File: config.mk
export PLATFORM = sky130hd
export DESIGN_NAME = led_driver_serial_refresh
export DESIGN_NICKNAME = d
export VERILOG_FILES = /design/src/hw/rtl/ledsr_pkg.sv /design/src/hw/rtl/ledsr_slot_gen.sv /design/src/hw/rtl/led_driver_serial_refresh.sv
export SDC_FILE = /design/constraint.sdc
export NUM_CORES = 1
export LEC_CHECK = 0
export ABC_AREA = 1
export BUFFER_PORTS_ARGS = -buffer_cell sky130_fd_sc_hd__buf_2
export CAP_MARGIN = 25
export CORE_MARGIN = 3
export CORE_UTILIZATION = 36
export CTS_CLUSTER_SIZE = 12
export DETAILED_ROUTE_END_ITERATION = 6
export GPL_TIMING_DRIVEN = 0
export SKIP_LAST_GASP = 1
export SYNTH_ARGS = -nofsm -noshare
export SYNTH_HDL_FRONTEND = slang
export SYNTH_SLANG_ARGS = --single-unit
export TNS_END_PERCENT = 100
File: constraint.sdc
create_clock -name clk_i -period 2.8 [get_ports clk_i]
set_input_delay 0.56 -clock clk_i [delete_from_list [all_inputs] [get_ports clk_i]]
set_output_delay 0.56 -clock clk_i [all_outputs]
set_load 0.01 [all_outputs]
File: src/hw/rtl/ledsr_pkg.sv
// Shared types and constants for the serial LED driver refresh block.
`default_nettype none

package ledsr_pkg;

  localparam int unsigned DigitCount = 16;
  localparam int unsigned IdxW       = 4;
  localparam int unsigned ByteW      = 8;
  localparam int unsigned SlotCntW   = 6;
  localparam int unsigned PaddrW     = 3;

  localparam logic [ByteW-1:0] DisplayModeRst = 8'h88;
  localparam logic [ByteW-1:0] DataModeRst    = 8'h40;
  localparam logic [ByteW-1:0] BrightOffCmd   = 8'h80;
  localparam logic [ByteW-1:0] BrightBaseCmd  = 8'h88;
  localparam logic [3:0]       BrightMax      = 4'd8;
  localparam logic [3:0]       AddrCmdHigh    = 4'hC;

  // last slot position of each sequence kind, then frame length, address gap slot and data-byte shift
  localparam logic [SlotCntW-1:0] CmdOneLast   = 6'd20;
  localparam logic [SlotCntW-1:0] CmdTwoLast   = 6'd41;
  localparam logic [SlotCntW-1:0] AddrDataLast = 6'd37;
  localparam logic [SlotCntW-1:0] FrameLen     = 6'd21;
  localparam logic [SlotCntW-1:0] AddrGapPos   = 6'd18;
  localparam logic [SlotCntW-1:0] DataShift    = 6'd17;

  typedef enum logic [1:0] {
    ACT_INIT    = 2'd0,
    ACT_BRIGHT  = 2'd1,
    ACT_REFRESH = 2'd2,
    ACT_WRITE   = 2'd3
  } action_e;

  typedef enum logic {
    REG_DISPLAY_MODE = 1'b0,
    REG_DATA_MODE    = 1'b1
  } reg_e;

  typedef enum logic [1:0] {
    SEQ_CMD_ONE,
    SEQ_CMD_TWO,
    SEQ_ADDR_DATA
  } seq_e;

  typedef struct packed {
    seq_e             kind;
    logic [ByteW-1:0] byte_a;
    logic [ByteW-1:0] byte_b;
  } seq_cmd_t;

  typedef struct packed {
    logic clk_lvl;
    logic dio_lvl;
    logic last;
  } slot_t;

endpackage

`default_nettype wire

File: src/hw/rtl/ledsr_slot_gen.sv
// Slot sequencer: walks one frame sequence and decodes the pin levels of each slot.
`default_nettype none

module ledsr_slot_gen (
  input  wire                 clk_i,
  input  wire                 rst_ni,
  input  wire                 load_i,
  input  ledsr_pkg::seq_cmd_t cmd_i,
  input  wire                 adv_i,
  output logic                busy_o,
  output ledsr_pkg::slot_t    slot_o
);

  logic                               busy_q, busy_d;
  logic [ledsr_pkg::SlotCntW-1:0]     cnt_q, cnt_d;
  ledsr_pkg::seq_cmd_t                cmd_q, cmd_d;
  logic [ledsr_pkg::SlotCntW-1:0]     pos_b;
  logic [ledsr_pkg::SlotCntW-1:0]     pos_d;
  logic [1:0]                         lvl;

  // {clock, data} for position p of a single-byte command frame
  function automatic logic [1:0] cmd_slot(input logic [4:0] p,
                                          input logic [ledsr_pkg::ByteW-1:0] b);
    logic [4:0] q;
    logic [1:0] r;
    begin
      q = p - 5'd2;
      if (p == 5'd0) begin
        r = 2'b11;
      end else if (p == 5'd1) begin
        r = 2'b10;
      end else if (p < 5'd18) begin
        r = {q[0], b[q[3:1]]};
      end else if (p == 5'd18) begin
        r = 2'b00;
      end else if (p == 5'd19) begin
        r = 2'b10;
      end else begin
        r = 2'b11;
      end
      cmd_slot = r;
    end
  endfunction

  assign pos_b = cnt_q - ledsr_pkg::FrameLen;
  assign pos_d = cnt_q - ledsr_pkg::DataShift;

  always_comb begin
    lvl         = 2'b11;
    slot_o.last = 1'b0;
    case (cmd_q.kind)
      ledsr_pkg::SEQ_CMD_ONE: begin
        lvl         = cmd_slot(cnt_q[4:0], cmd_q.byte_a);
        slot_o.last = (cnt_q == ledsr_pkg::CmdOneLast);
      end
      ledsr_pkg::SEQ_CMD_TWO: begin
        if (cnt_q < ledsr_pkg::FrameLen) begin
          lvl = cmd_slot(cnt_q[4:0], cmd_q.byte_a);
        end else begin
          lvl = cmd_slot(pos_b[4:0], cmd_q.byte_b);
        end
        slot_o.last = (cnt_q == ledsr_pkg::CmdTwoLast);
      end
      ledsr_pkg::SEQ_ADDR_DATA: begin
        // address byte, one gap slot, then data byte and stop
        if (cnt_q < ledsr_pkg::AddrGapPos) begin
          lvl = cmd_slot(cnt_q[4:0], cmd_q.byte_a);
        end else if (cnt_q == ledsr_pkg::AddrGapPos) begin
          lvl = {1'b0, cmd_q.byte_a[ledsr_pkg::ByteW-1]};
        end else begin
          lvl = cmd_slot(pos_d[4:0], cmd_q.byte_b);
        end
        slot_o.last = (cnt_q == ledsr_pkg::AddrDataLast);
      end
      default: begin
        lvl         = 2'b11;
        slot_o.last = 1'b1;
      end
    endcase
    slot_o.clk_lvl = lvl[1];
    slot_o.dio_lvl = lvl[0];
  end

  always_comb begin
    busy_d = busy_q;
    cnt_d  = cnt_q;
    cmd_d  = cmd_q;
    if (load_i) begin
      busy_d = 1'b1;
      cnt_d  = '0;
      cmd_d  = cmd_i;
    end else if (adv_i) begin
      cnt_d = cnt_q + 6'd1;
      if (slot_o.last) begin
        busy_d = 1'b0;
      end
    end
  end

  always_ff @(posedge clk_i or negedge rst_ni) begin
    if (!rst_ni) begin
      busy_q <= 1'b0;
      cnt_q  <= '0;
    end else begin
      busy_q <= busy_d;
      cnt_q  <= cnt_d;
    end
  end

  always_ff @(posedge clk_i) begin
    cmd_q <= cmd_d;
  end

  assign busy_o = busy_q;

endmodule

`default_nettype wire

File: src/hw/rtl/led_driver_serial_refresh.sv
// Top level: action intake, frame store, digit index, command registers, slot output.
//
// Usage: each item on the s_axis channel is one action for a two-wire LED
// driver chip. Init, brightness and refresh actions each produce a run of
// pin slots on the m_axis channel, one slot per transfer, with tlast on the
// final slot of the run. A write action stores one byte of the 16-entry
// frame store and produces no slot.
// Slot counts: init 42, brightness 21, refresh 38. The slot sequencer emits
// one slot per cycle while the receiver does not stall; runs follow each
// other back to back when the next action waits in the intake register.
// The first slot of a run passes the intake register, the sequencer state
// register and then the output register before it shows on m_axis.
// A one-entry intake register takes the next action while the current run
// is still being emitted. When the receiver stalls, the output register
// holds its slot and the sequencer and intake stop behind it; writes still retire.
// Reset clears the digit index and the frame store and loads the command
// registers with their defaults; no transfer is pending after reset.
// The APB port writes the two init command bytes; write them only while idle.
`default_nettype none

module led_driver_serial_refresh (
  input  wire                          clk_i,
  input  wire                          rst_ni,
  // s_axis_tdata: [1:0] action, [5:2] level, [9:6] entry_index,
  // [17:10] entry_value, [23:18] zero
  input  wire                          s_axis_tvalid,
  output logic                         s_axis_tready,
  input  wire  [23:0]                  s_axis_tdata,
  // m_axis_tdata: [0] clock_level, [1] data_level, [7:2] zero
  output logic                         m_axis_tvalid,
  input  wire                          m_axis_tready,
  output logic [7:0]                   m_axis_tdata,
  output logic                         m_axis_tlast,
  input  wire                          psel,
  input  wire                          penable,
  input  wire                          pwrite,
  input  wire  [ledsr_pkg::PaddrW-1:0] paddr,
  input  wire  [31:0]                  pwdata,
  output logic [31:0]                  prdata,
  output logic                         pready
);

  localparam int unsigned ByteW = ledsr_pkg::ByteW;
  localparam int unsigned IdxW  = ledsr_pkg::IdxW;

  // configuration
  logic [ByteW-1:0] disp_cmd_q, data_cmd_q;
  logic             cfg_wr;
  ledsr_pkg::reg_e  cfg_reg;

  assign pready  = 1'b1;
  assign cfg_wr  = psel && penable && pwrite;
  assign cfg_reg = ledsr_pkg::reg_e'(paddr[2]);

  always_comb begin
    unique case (cfg_reg)
      ledsr_pkg::REG_DISPLAY_MODE: prdata = {24'd0, disp_cmd_q};
      ledsr_pkg::REG_DATA_MODE:    prdata = {24'd0, data_cmd_q};
      default:                     prdata = '0;
    endcase
  end

  always_ff @(posedge clk_i or negedge rst_ni) begin
    if (!rst_ni) begin
      disp_cmd_q <= ledsr_pkg::DisplayModeRst;
      data_cmd_q <= ledsr_pkg::DataModeRst;
    end else if (cfg_wr) begin
      unique case (cfg_reg)
        ledsr_pkg::REG_DISPLAY_MODE: disp_cmd_q <= pwdata[ByteW-1:0];
        ledsr_pkg::REG_DATA_MODE:    data_cmd_q <= pwdata[ByteW-1:0];
        default: ;
      endcase
    end
  end

  // intake register
  logic                buf_valid_q;
  ledsr_pkg::action_e  buf_act_q;
  logic [3:0]          buf_level_q;
  logic [IdxW-1:0]     buf_idx_q;
  logic [ByteW-1:0]    buf_val_q;
  logic                buf_pop;
  logic                is_write;

  // sequencer handshake
  logic                gen_busy;
  logic                gen_adv;
  logic                gen_can_load;
  logic                gen_load;
  ledsr_pkg::seq_cmd_t gen_cmd;
  ledsr_pkg::slot_t    gen_slot;
  logic                out_free;

  assign is_write      = (buf_act_q == ledsr_pkg::ACT_WRITE);
  assign out_free      = !m_axis_tvalid || m_axis_tready;
  assign gen_adv       = gen_busy && out_free;
  assign gen_can_load  = !gen_busy || (gen_adv && gen_slot.last);
  assign buf_pop       = buf_valid_q && (is_write || gen_can_load);
  assign gen_load      = buf_valid_q && !is_write && gen_can_load;
  assign s_axis_tready = !buf_valid_q || buf_pop;

  always_ff @(posedge clk_i or negedge rst_ni) begin
    if (!rst_ni) begin
      buf_valid_q <= 1'b0;
    end else if (s_axis_tvalid && s_axis_tready) begin
      buf_valid_q <= 1'b1;
    end else if (buf_pop) begin
      buf_valid_q <= 1'b0;
    end
  end

  always_ff @(posedge clk_i) begin
    if (s_axis_tvalid && s_axis_tready) begin
      buf_act_q   <= ledsr_pkg::action_e'(s_axis_tdata[1:0]);
      buf_level_q <= s_axis_tdata[5:2];
      buf_idx_q   <= s_axis_tdata[9:6];
      buf_val_q   <= s_axis_tdata[17:10];
    end
  end

  // frame store and digit index
  logic [ByteW-1:0] store_q [ledsr_pkg::DigitCount];
  logic [IdxW-1:0]  digit_q;
  logic [IdxW:0]    digit_inc;
  logic [IdxW-1:0]  digit_next;

  assign digit_inc  = {1'b0, digit_q} + {{IdxW{1'b0}}, 1'b1};
  assign digit_next = (digit_inc >= (IdxW+1)'(ledsr_pkg::DigitCount)) ? '0
                                                                      : digit_inc[IdxW-1:0];

  always_ff @(posedge clk_i or negedge rst_ni) begin
    if (!rst_ni) begin
      for (int i = 0; i < ledsr_pkg::DigitCount; i++) begin
        store_q[i] <= '0;
      end
    end else if (buf_pop && is_write) begin
      store_q[buf_idx_q] <= buf_val_q;
    end
  end

  always_ff @(posedge clk_i or negedge rst_ni) begin
    if (!rst_ni) begin
      digit_q <= '0;
    end else if (gen_load) begin
      case (buf_act_q)
        ledsr_pkg::ACT_INIT:    digit_q <= '0;
        ledsr_pkg::ACT_REFRESH: digit_q <= digit_next;
        default:                digit_q <= digit_q;
      endcase
    end
  end

  // sequence command for the action in the intake register
  logic [3:0]       lvl_sat;
  logic [3:0]       lvl_m1;
  logic [ByteW-1:0] bright_cmd;

  assign lvl_sat    = (buf_level_q > ledsr_pkg::BrightMax) ? ledsr_pkg::BrightMax : buf_level_q;
  assign lvl_m1     = lvl_sat - 4'd1;
  assign bright_cmd = (lvl_sat == 4'd0) ? ledsr_pkg::BrightOffCmd
                                        : ({4'd0, lvl_m1} | ledsr_pkg::BrightBaseCmd);

  always_comb begin
    gen_cmd.kind   = ledsr_pkg::SEQ_CMD_ONE;
    gen_cmd.byte_a = bright_cmd;
    gen_cmd.byte_b = '0;
    case (buf_act_q)
      ledsr_pkg::ACT_INIT: begin
        gen_cmd.kind   = ledsr_pkg::SEQ_CMD_TWO;
        gen_cmd.byte_a = disp_cmd_q;
        gen_cmd.byte_b = data_cmd_q;
      end
      ledsr_pkg::ACT_REFRESH: begin
        gen_cmd.kind   = ledsr_pkg::SEQ_ADDR_DATA;
        gen_cmd.byte_a = {ledsr_pkg::AddrCmdHigh, digit_q};
        gen_cmd.byte_b = store_q[digit_q];
      end
      default: begin
        gen_cmd.kind   = ledsr_pkg::SEQ_CMD_ONE;
        gen_cmd.byte_a = bright_cmd;
        gen_cmd.byte_b = '0;
      end
    endcase
  end

  ledsr_slot_gen u_slot_gen (
    .clk_i  (clk_i),
    .rst_ni (rst_ni),
    .load_i (gen_load),
    .cmd_i  (gen_cmd),
    .adv_i  (gen_adv),
    .busy_o (gen_busy),
    .slot_o (gen_slot)
  );

  // output register
  logic out_valid_q;
  logic out_clk_q, out_dio_q, out_last_q;

  always_ff @(posedge clk_i or negedge rst_ni) begin
    if (!rst_ni) begin
      out_valid_q <= 1'b0;
    end else if (gen_adv) begin
      out_valid_q <= 1'b1;
    end else if (m_axis_tready) begin
      out_valid_q <= 1'b0;
    end
  end

  always_ff @(posedge clk_i) begin
    if (gen_adv) begin
      out_clk_q  <= gen_slot.clk_lvl;
      out_dio_q  <= gen_slot.dio_lvl;
      out_last_q <= gen_slot.last;
    end
  end

  assign m_axis_tvalid = out_valid_q;
  assign m_axis_tdata  = {6'd0, out_dio_q, out_clk_q};
  assign m_axis_tlast  = out_last_q;

endmodule

`default_nettype wire

==> run_results.csv, run 1 <==
group,metric,value,unit
run_status,status,"completed",
pwr,power,11.0,mW
pwr,power_frac_clock,23.2,%
pwr,p_int,6.58,mW
pwr,sw_frac_of_total,40.2,%
clocking,h-tree-depth,4,
logic_synthesis,synth-compound-area-share,16.3,%
sta,fmax,378,MHz
logic_synthesis,synth-main-ff-cell,"dfrtp_1",
floorplan,pin_count,110,
global_routing,grt_max_degree,109,
floorplan,core,26400,µm²
logic_synthesis,synth_top_cell_area_share,39.4,%
route,dr.pass1.iters,7,
logic_synthesis,syn-cell-area,9790,µm²
layout,antenna_cells,0,
floorplan,die_area,29200,µm²
route,wl_per_cell,16.5,µm
route,vias_per_cell,5.09,
sta,drv_slew,0,
pwr,powerDensity,976,nW/µm²
pwr,ir_drop,372,µV
floorplan,start_util,37.1,%
sta,fin_crit,2.65,ns
logic_synthesis,synth-seq-cells,196,
route,vias,8105,
logic_synthesis,synth_cell_types,47,
logic_synthesis,avgSynthCellArea,8.55,µm²
pwr,seqPwrFrac,38.5,%
sta,finalCritPeriodShare,94.6,%
logic_synthesis,synthSimpleGateAreaFrac,20.4,%
clocking,hold_buffers,0,
pwr,combinationalPowerShare,38.3,%
logic_synthesis,yosysWarnings,0,
sta,rsz0062_at_grt,"false",
clocking,clk_pin_slew,0.08,ns
global_routing,grt.overflow.total,0,
logic_synthesis,synthCells,1144,
layout,fin_util,42.8,%
floorplan,die_y,171,µm
route,drt-total-wl,26300,µm
clocking,clk_path_buf_depth,2,
pwr,switchingPower,4.42,mW
sta,finClkSkew,0.0111,ns
sta,setup_viol,0,
worst_setup_path,worstPathRequired,2.24,ns
layout,area_growth,15.2,%
sta,fin_setup_tns,0,ns
logic_synthesis,ys_top_cells_by_area,"dfrtp_1, edfxtp_1, nand2_1, o21ai_0, nor2_1",
clocking,clockRootBuffer,"clkbuf_16",
clocking,clock_latency,0.44,ns
route,drt-initial-drc-count,625,
clocking,cts.sinks,196,
layout,fillCellCount,2640,
worst_setup_path,end_kind,"primary output",
worst_setup_path,cp_max_fo,4,
clocking,cts_buffers,17,
worst_setup_path,cp.arrival,2.09,ns
route,route.detailed.drc,0,
logic_synthesis,synthXorXnorAreaFrac,0.179,%
floorplan,core.rowCount,59,
worst_setup_path,cp-start-kind,"register",
logic_synthesis,ys_seq_area_share,52.2,%
pwr,leakage,5.23,nW
logic_synthesis,synth_edf_count,39,
sta,max-slew-margin-rel,44.3,%
worst_setup_path,crit_type,"reg -> out",
logic_synthesis,synthMuxAreaShare,0,%
global_routing,grt_pass1_vias,7646,
placed_design,gp_congestion,0.907,
logic_synthesis,synth.largest_area_cell,"dfrtp_1",
sta,hold_violations,0,
job,maxCapViolCount,0,
global_routing,grt_pass1_wl,42200,µm
placed_design,dp_hpwl,19100,µm
logic_synthesis,synth_top_family_by_area,"simple AND/OR/NAND/NOR gates",
worst_setup_path,reg2reg_depth,9,
global_routing,grt_antenna_before_repair,0,
layout,fin_nets,1329,
logic_synthesis,synthArstFlopShare,80.1,%
sta,tightest_slew,0.834,ns
layout,drive_above_1_share,13.9,%
floorplan,fp.dieW,171,µm
logic_synthesis,yosys.area_share.adder,2.43,%
min_path,min_path_type,"in -> async",
global_routing,grt_usage,18.5,%
placed_design,port_buffers,46,
clocking,tritoncts,"built",
route,antenna_left,0,
[kinds of logic after synthesis]
family,after synthesis
AOI/OAI and AO/OA,289
xor gates and xnor gates,2
adders and majority gates,19
buffers and inverters,176
DFF,196
other,2
and+or+nand+nor,460
[cell usage in the layout (no fill, tap or decap), drive strengths merged, types with 4 or more instances in the layout]
cell	count
nand4	9
ha	19
nor2	87
nand2	290
nor3	4
nand3	62
edfxtp	39
inv	92
dfrtp	154
clkinv	5
o211ai	8
a21oi	21
o221ai	26
buf	98
o21ai	226
clkbuf	60
conb	31
[per-stage QoR]
step	setup WS (ns)	instances	cell area [µm²]	hold WS [ns]
3_5_place_dp	-0.149	1555	10600	0.468
2_1_floorplan	0.321	1173	9890	0.264
3_3_place_gp	-1.31	1554	10500	0.460
5_1_grt	0.0000466	1592	11300	0.0301
4_1_cts	0.000369	1589	11200	0.0215
6_report	0.151	1592	11300	0.0218
[synth_stat cells (4+ instances only)]
master,number
o21ai_1,56
inv_2,10
o211ai_1,8
buf_2,7
nand4_2,5
inv_1,76
clkbuf_1,42
nand3_1,58
nand2_1,285
ha_1,19
nand4_1,4
a21oi_1,19
edfxtp_1,39
buf_4,36
o21ai_0,170
o221ai_1,26
nor2_1,81
dfrtp_1,154
nor2_2,4
[state kept, by name, indices dropped and copies added (netlist names), 2 cells and up]
name,cells
data_cmd_q,8
buf_val_q,8
buf_idx_q,4
buf_level_q,4
store_q,128
u_slot_gen.cnt_q,6
digit_q,4
u_slot_gen.cmd_q,18
buf_act_q,2
disp_cmd_q,8
[critical path, stage by stage (launching register included)]
cell and delay [ns]:
edfxtp_1 0.45, inv_1 0.09, ha_1 0.34, o31ai_2 0.24, nand2_1 0.09, nand2_2 0.10, nand2_4 0.07, nand4_1 0.12
buf_2 0.17
[path summary, 6_finish.rpt]
check	from	to	slack, ns
hold reg to reg	store_q[11]$_DFFE_PN0P_	store_q[11]$_DFFE_PN0P_	0.48
setup / recovery	u_slot_gen.cmd_q[16]$_SDFFCE_PP0N_	s_axis_tready	0.15
min in group clk_i	s_axis_tdata[14]	buf_val_q[4]$_DFFE_PP_	0.29
hold / removal	rst_ni	store_q[21]$_DFFE_PN0P_	0.02
setup reg to reg	u_slot_gen.cmd_q[16]$_SDFFCE_PP0N_	buf_idx_q[2]$_DFFE_PP_	0.24
max in group asynchronous	rst_ni	u_slot_gen.cnt_q[1]$_DFFE_PN0P_	1.87
[area by class of cell]
type	count	area (µm²)	share of cell area, %
Multi-Input combinational cell	801	3990	35.4
Buffer	89	503	4.46
Timing Repair Buffer	52	305	2.71
Clock buffer	17	425	3.78
Inverter	87	332	2.94
Clock inverter	15	191	1.70
Sequential cell	196	5100	45.3
Tap cell	335	419	3.72
[repair_timing]
item / in CTS / in global routing
hold endpoints to repair: 0 / 0
resized for setup: 2 / 8
setup buffers: 2 / 3
gates cloned: 0 / 0
setup endpoints to repair: 1 / 3
[power groups by stage]
stage	sequential [mW]	combinational [mW]	clock (mW)
2_1_floorplan	4.13	2.98	0
3_3_place_gp	4.26	4.00	0
3_5_place_dp	4.27	4.06	0
4_1_cts	4.23	4.10	2.60
5_1_grt	4.32	4.83	2.72
6_report	4.23	4.21	2.55
[per-layer routing]
metal  vias up  GRT usage, %  wire, µm
met4         0          6.37       799
met3        40          3.58      1230
met1      3878          26.9     12600
li1       3971             -         -
met2       216          27.8     11600
met5         -             0         0
No activity file was read; power rests on OpenSTA's default activity.
==> inputs of run 2 (changes only) <==
--- a/config.mk
+++ b/config.mk
@@ -8,7 +8,6 @@
 export ABC_AREA = 1
 export BUFFER_PORTS_ARGS = -buffer_cell sky130_fd_sc_hd__buf_2
 export CAP_MARGIN = 25
-export CORE_MARGIN = 3
 export CORE_UTILIZATION = 36
 export CTS_CLUSTER_SIZE = 12
 export DETAILED_ROUTE_END_ITERATION = 6
==> run 2 against run 1 <==
Sequential cell count is the same. Sequential power about the same. Non-clock buffer count fell by 3. Combinational power about the same. Clock skew up 0.0045 ns. Total power is 0.32% higher. Register-to-register slack barely moved. Routed wire length up 0.28%. Final cell count down 0.19%. Via count is essentially flat. Clock-buffer cell count is the same. Sequential share of layout area barely moved.
==> run_results.csv, run 2 (synthesis gave the netlist of run 1 again) <==
group,metric,value,unit
run_status,status,"completed",
floorplan,die_y,167,µm
floorplan,start_util,37.1,%
sta,fmax,376,MHz
placed_design,dp_hpwl,18900,µm
worst_setup_path,cpPeakStageDelay,0.44,ns
route,wl_per_cell,16.6,µm
job,maxCapViolCount,0,
sta,rsz0062_at_grt,"true",
layout,design_area,11300,µm²
worst_setup_path,reg2reg_from,"u_slot_gen.cnt_q[0]$_DFFE_PN0P_",
global_routing,grt_pass1_vias,7616,
global_routing,globalRouteMet3Util,3.18,%
floorplan,pin_count,110,
worst_setup_path,cp.arrival,2.10,ns
clocking,clk_path_buf_depth,2,
layout,largest_register_ff_count,128,
layout,antenna_cells,0,
global_routing,grt_max_degree,96,
placed_design,gp_congestion,0.880,
placed_design,placement.setup.worst_slack,-0.175,ns
placed_design,placed_area,10600,µm²
global_routing,grt.overflow.total,0,
global_routing,top_usage_layer,"met2",
worst_setup_path,cp_top_family,"flip-flops",
clocking,clk_pin_slew,0.09,ns
worst_setup_path,cp-start-kind,"register",
layout,area_growth,15.0,%
global_routing,met1_usage,26.8,%
sta,fin_crit,2.66,ns
sta,hold_violations,0,
sta,finClkSkew,0.0156,ns
global_routing,grt_pass1_wl,42100,µm
worst_setup_path,worstPathRequired,2.24,ns
sta,fin_ws,0.139,ns
clocking,clockRootBuffer,"clkbuf_16",
floorplan,fp.dieW,167,µm
sta,tightest_slew,0.831,ns
route,drt-total-wl,26400,µm
floorplan,core.rowCount,59,
worst_setup_path,path_cells,"inv_1, ha_1, o31ai_1, nand2_1, nand2_2, nand2_4, nand4_1, buf_2",
layout,regMostFlops,"store_q",
route,route.detailed.drc,0,
pwr,ir_drop,403,µV
route,antenna_left,0,
clocking,clock_latency,0.45,ns
route,vias_per_cell,5.10,
sta,setup_viol,0,
worst_setup_path,startpoint,"u_slot_gen.cmd_q[16]$_SDFFCE_PP0N_",
global_routing,grt_antenna_before_repair,0,
worst_setup_path,cpMaxStageDelayCell,"edfxtp_1",
global_routing,grt_usage,19.5,%
route,dr.pass1.iters,5,
worst_setup_path,cp_max_fo,4,
layout,multi_input_area,3980,µm²
floorplan,core,26400,µm²
layout,drive_above_1_share,13.7,%
placed_design,port_buffers,46,
layout,seq_area,5100,µm²
worst_setup_path,critPathBufInv,2,
pwr,leakage,5.22,nW
sta,drv_slew,0,
clocking,tritoncts,"built",
clocking,cts_buffers,17,
pwr,powerDensity,980,nW/µm²
worst_setup_path,end_kind,"primary output",
min_path,min_path_type,"in -> async",
route,drt-initial-drc-count,714,
sta,finalCritPeriodShare,95.0,%
floorplan,die_area,27800,µm²
layout,fillCellCount,2610,
clocking,h-tree-depth,4,
layout,fin_nets,1326,
clocking,hold_buffers,0,
clocking,cts.sinks,196,
route,vias,8099,
worst_setup_path,crit_type,"reg -> out",
sta,max-slew-margin-rel,44.5,%
layout,layout_commonest_cell,"nand2_1",
layout,reg_top3,"store_q: 128 flops, u_slot_gen.cmd_q: 18 flops",
global_routing,grtUsageMet2,31.3,%
layout,final_cell_mix,"nand2_1, o21ai_0, dfrtp_1, nor2_1, inv_1",
[run 2: changes by cell type in the layout (fill, tap and decap cells not counted)]
cell,before,now
clkinv_1,1,0
buf_4,41,38
bufinv_16,2,0
o31ai_1,0,1
inv_8,1,4
o31ai_2,1,0
clkinvlp_4,3,2
inv_12,0,4
inv_6,6,1
clkinv_8,3,5
[run 2: path summary, 6_finish.rpt]
path	end	slack [ns]	cells after the start
min in group clk_i	buf_val_q[0]$_DFFE_PP_	0.28	1
worst max-delay path	s_axis_tready	0.14	8
worst min register to register	store_q[28]$_DFFE_PN0P_	0.49	2
worst max register to register	out_dio_q$_SDFFCE_PN1P_	0.23	16
worst min-delay path	store_q[50]$_DFFE_PN0P_	0.01	1
max in group asynchronous	u_slot_gen.cnt_q[1]$_DFFE_PN0P_	1.92	2
[run 2: area by class of cell]
class	count	share of cell area, %
Buffer	89	4.47
Clock buffer	17	3.78
Sequential cell	196	45.3
Multi-Input combinational cell	801	35.4
Inverter	87	2.95
Clock inverter	15	1.85
Tap cell	335	3.72
Timing Repair Buffer	49	2.51
[run 2: what timing repair did]
| item | CTS | global route |
|---|---|---|
| setup buffers | 2 | 0 |
| gates resized for setup | 3 | 5 |
| cloned | 0 | 0 |
| setup endpoints to repair | 2 | 2 |
| endpoints found under the hold margin | 0 | 0 |
[run 2: per-stage QoR]
stage | utilization, % | hold WS (ns) | setup TNS, ns | total power [mW] | cells
floorplan | - | 0.264 | 0 | 7.10 | 1173
global placement | 40.0 | 0.461 | -201.80 | 8.31 | 1554
detailed placement | 40.2 | 0.468 | -0.175 | 8.37 | 1555
CTS | 42.6 | 0.0399 | 0 | 11.0 | 1589
global route | 42.7 | 0.0522 | -0.0179 | 11.8 | 1589
finish | 42.7 | 0.0133 | 0 | 11.0 | 1589
[run 2: power by group]
group          internal [mW]  switching (mW)
Clock                   1.25            1.33
Sequential              3.75           0.481
Combinational           1.44            2.78
[run 2: layer usage]
layer	share of wire [%]	wire length (µm)	vias to the layer above
met5	0	0	-
met2	46	12200	251
met3	5.2	1370	33
met1	46	12200	3859
met4	2.3	595	0
li1	-	-	3956
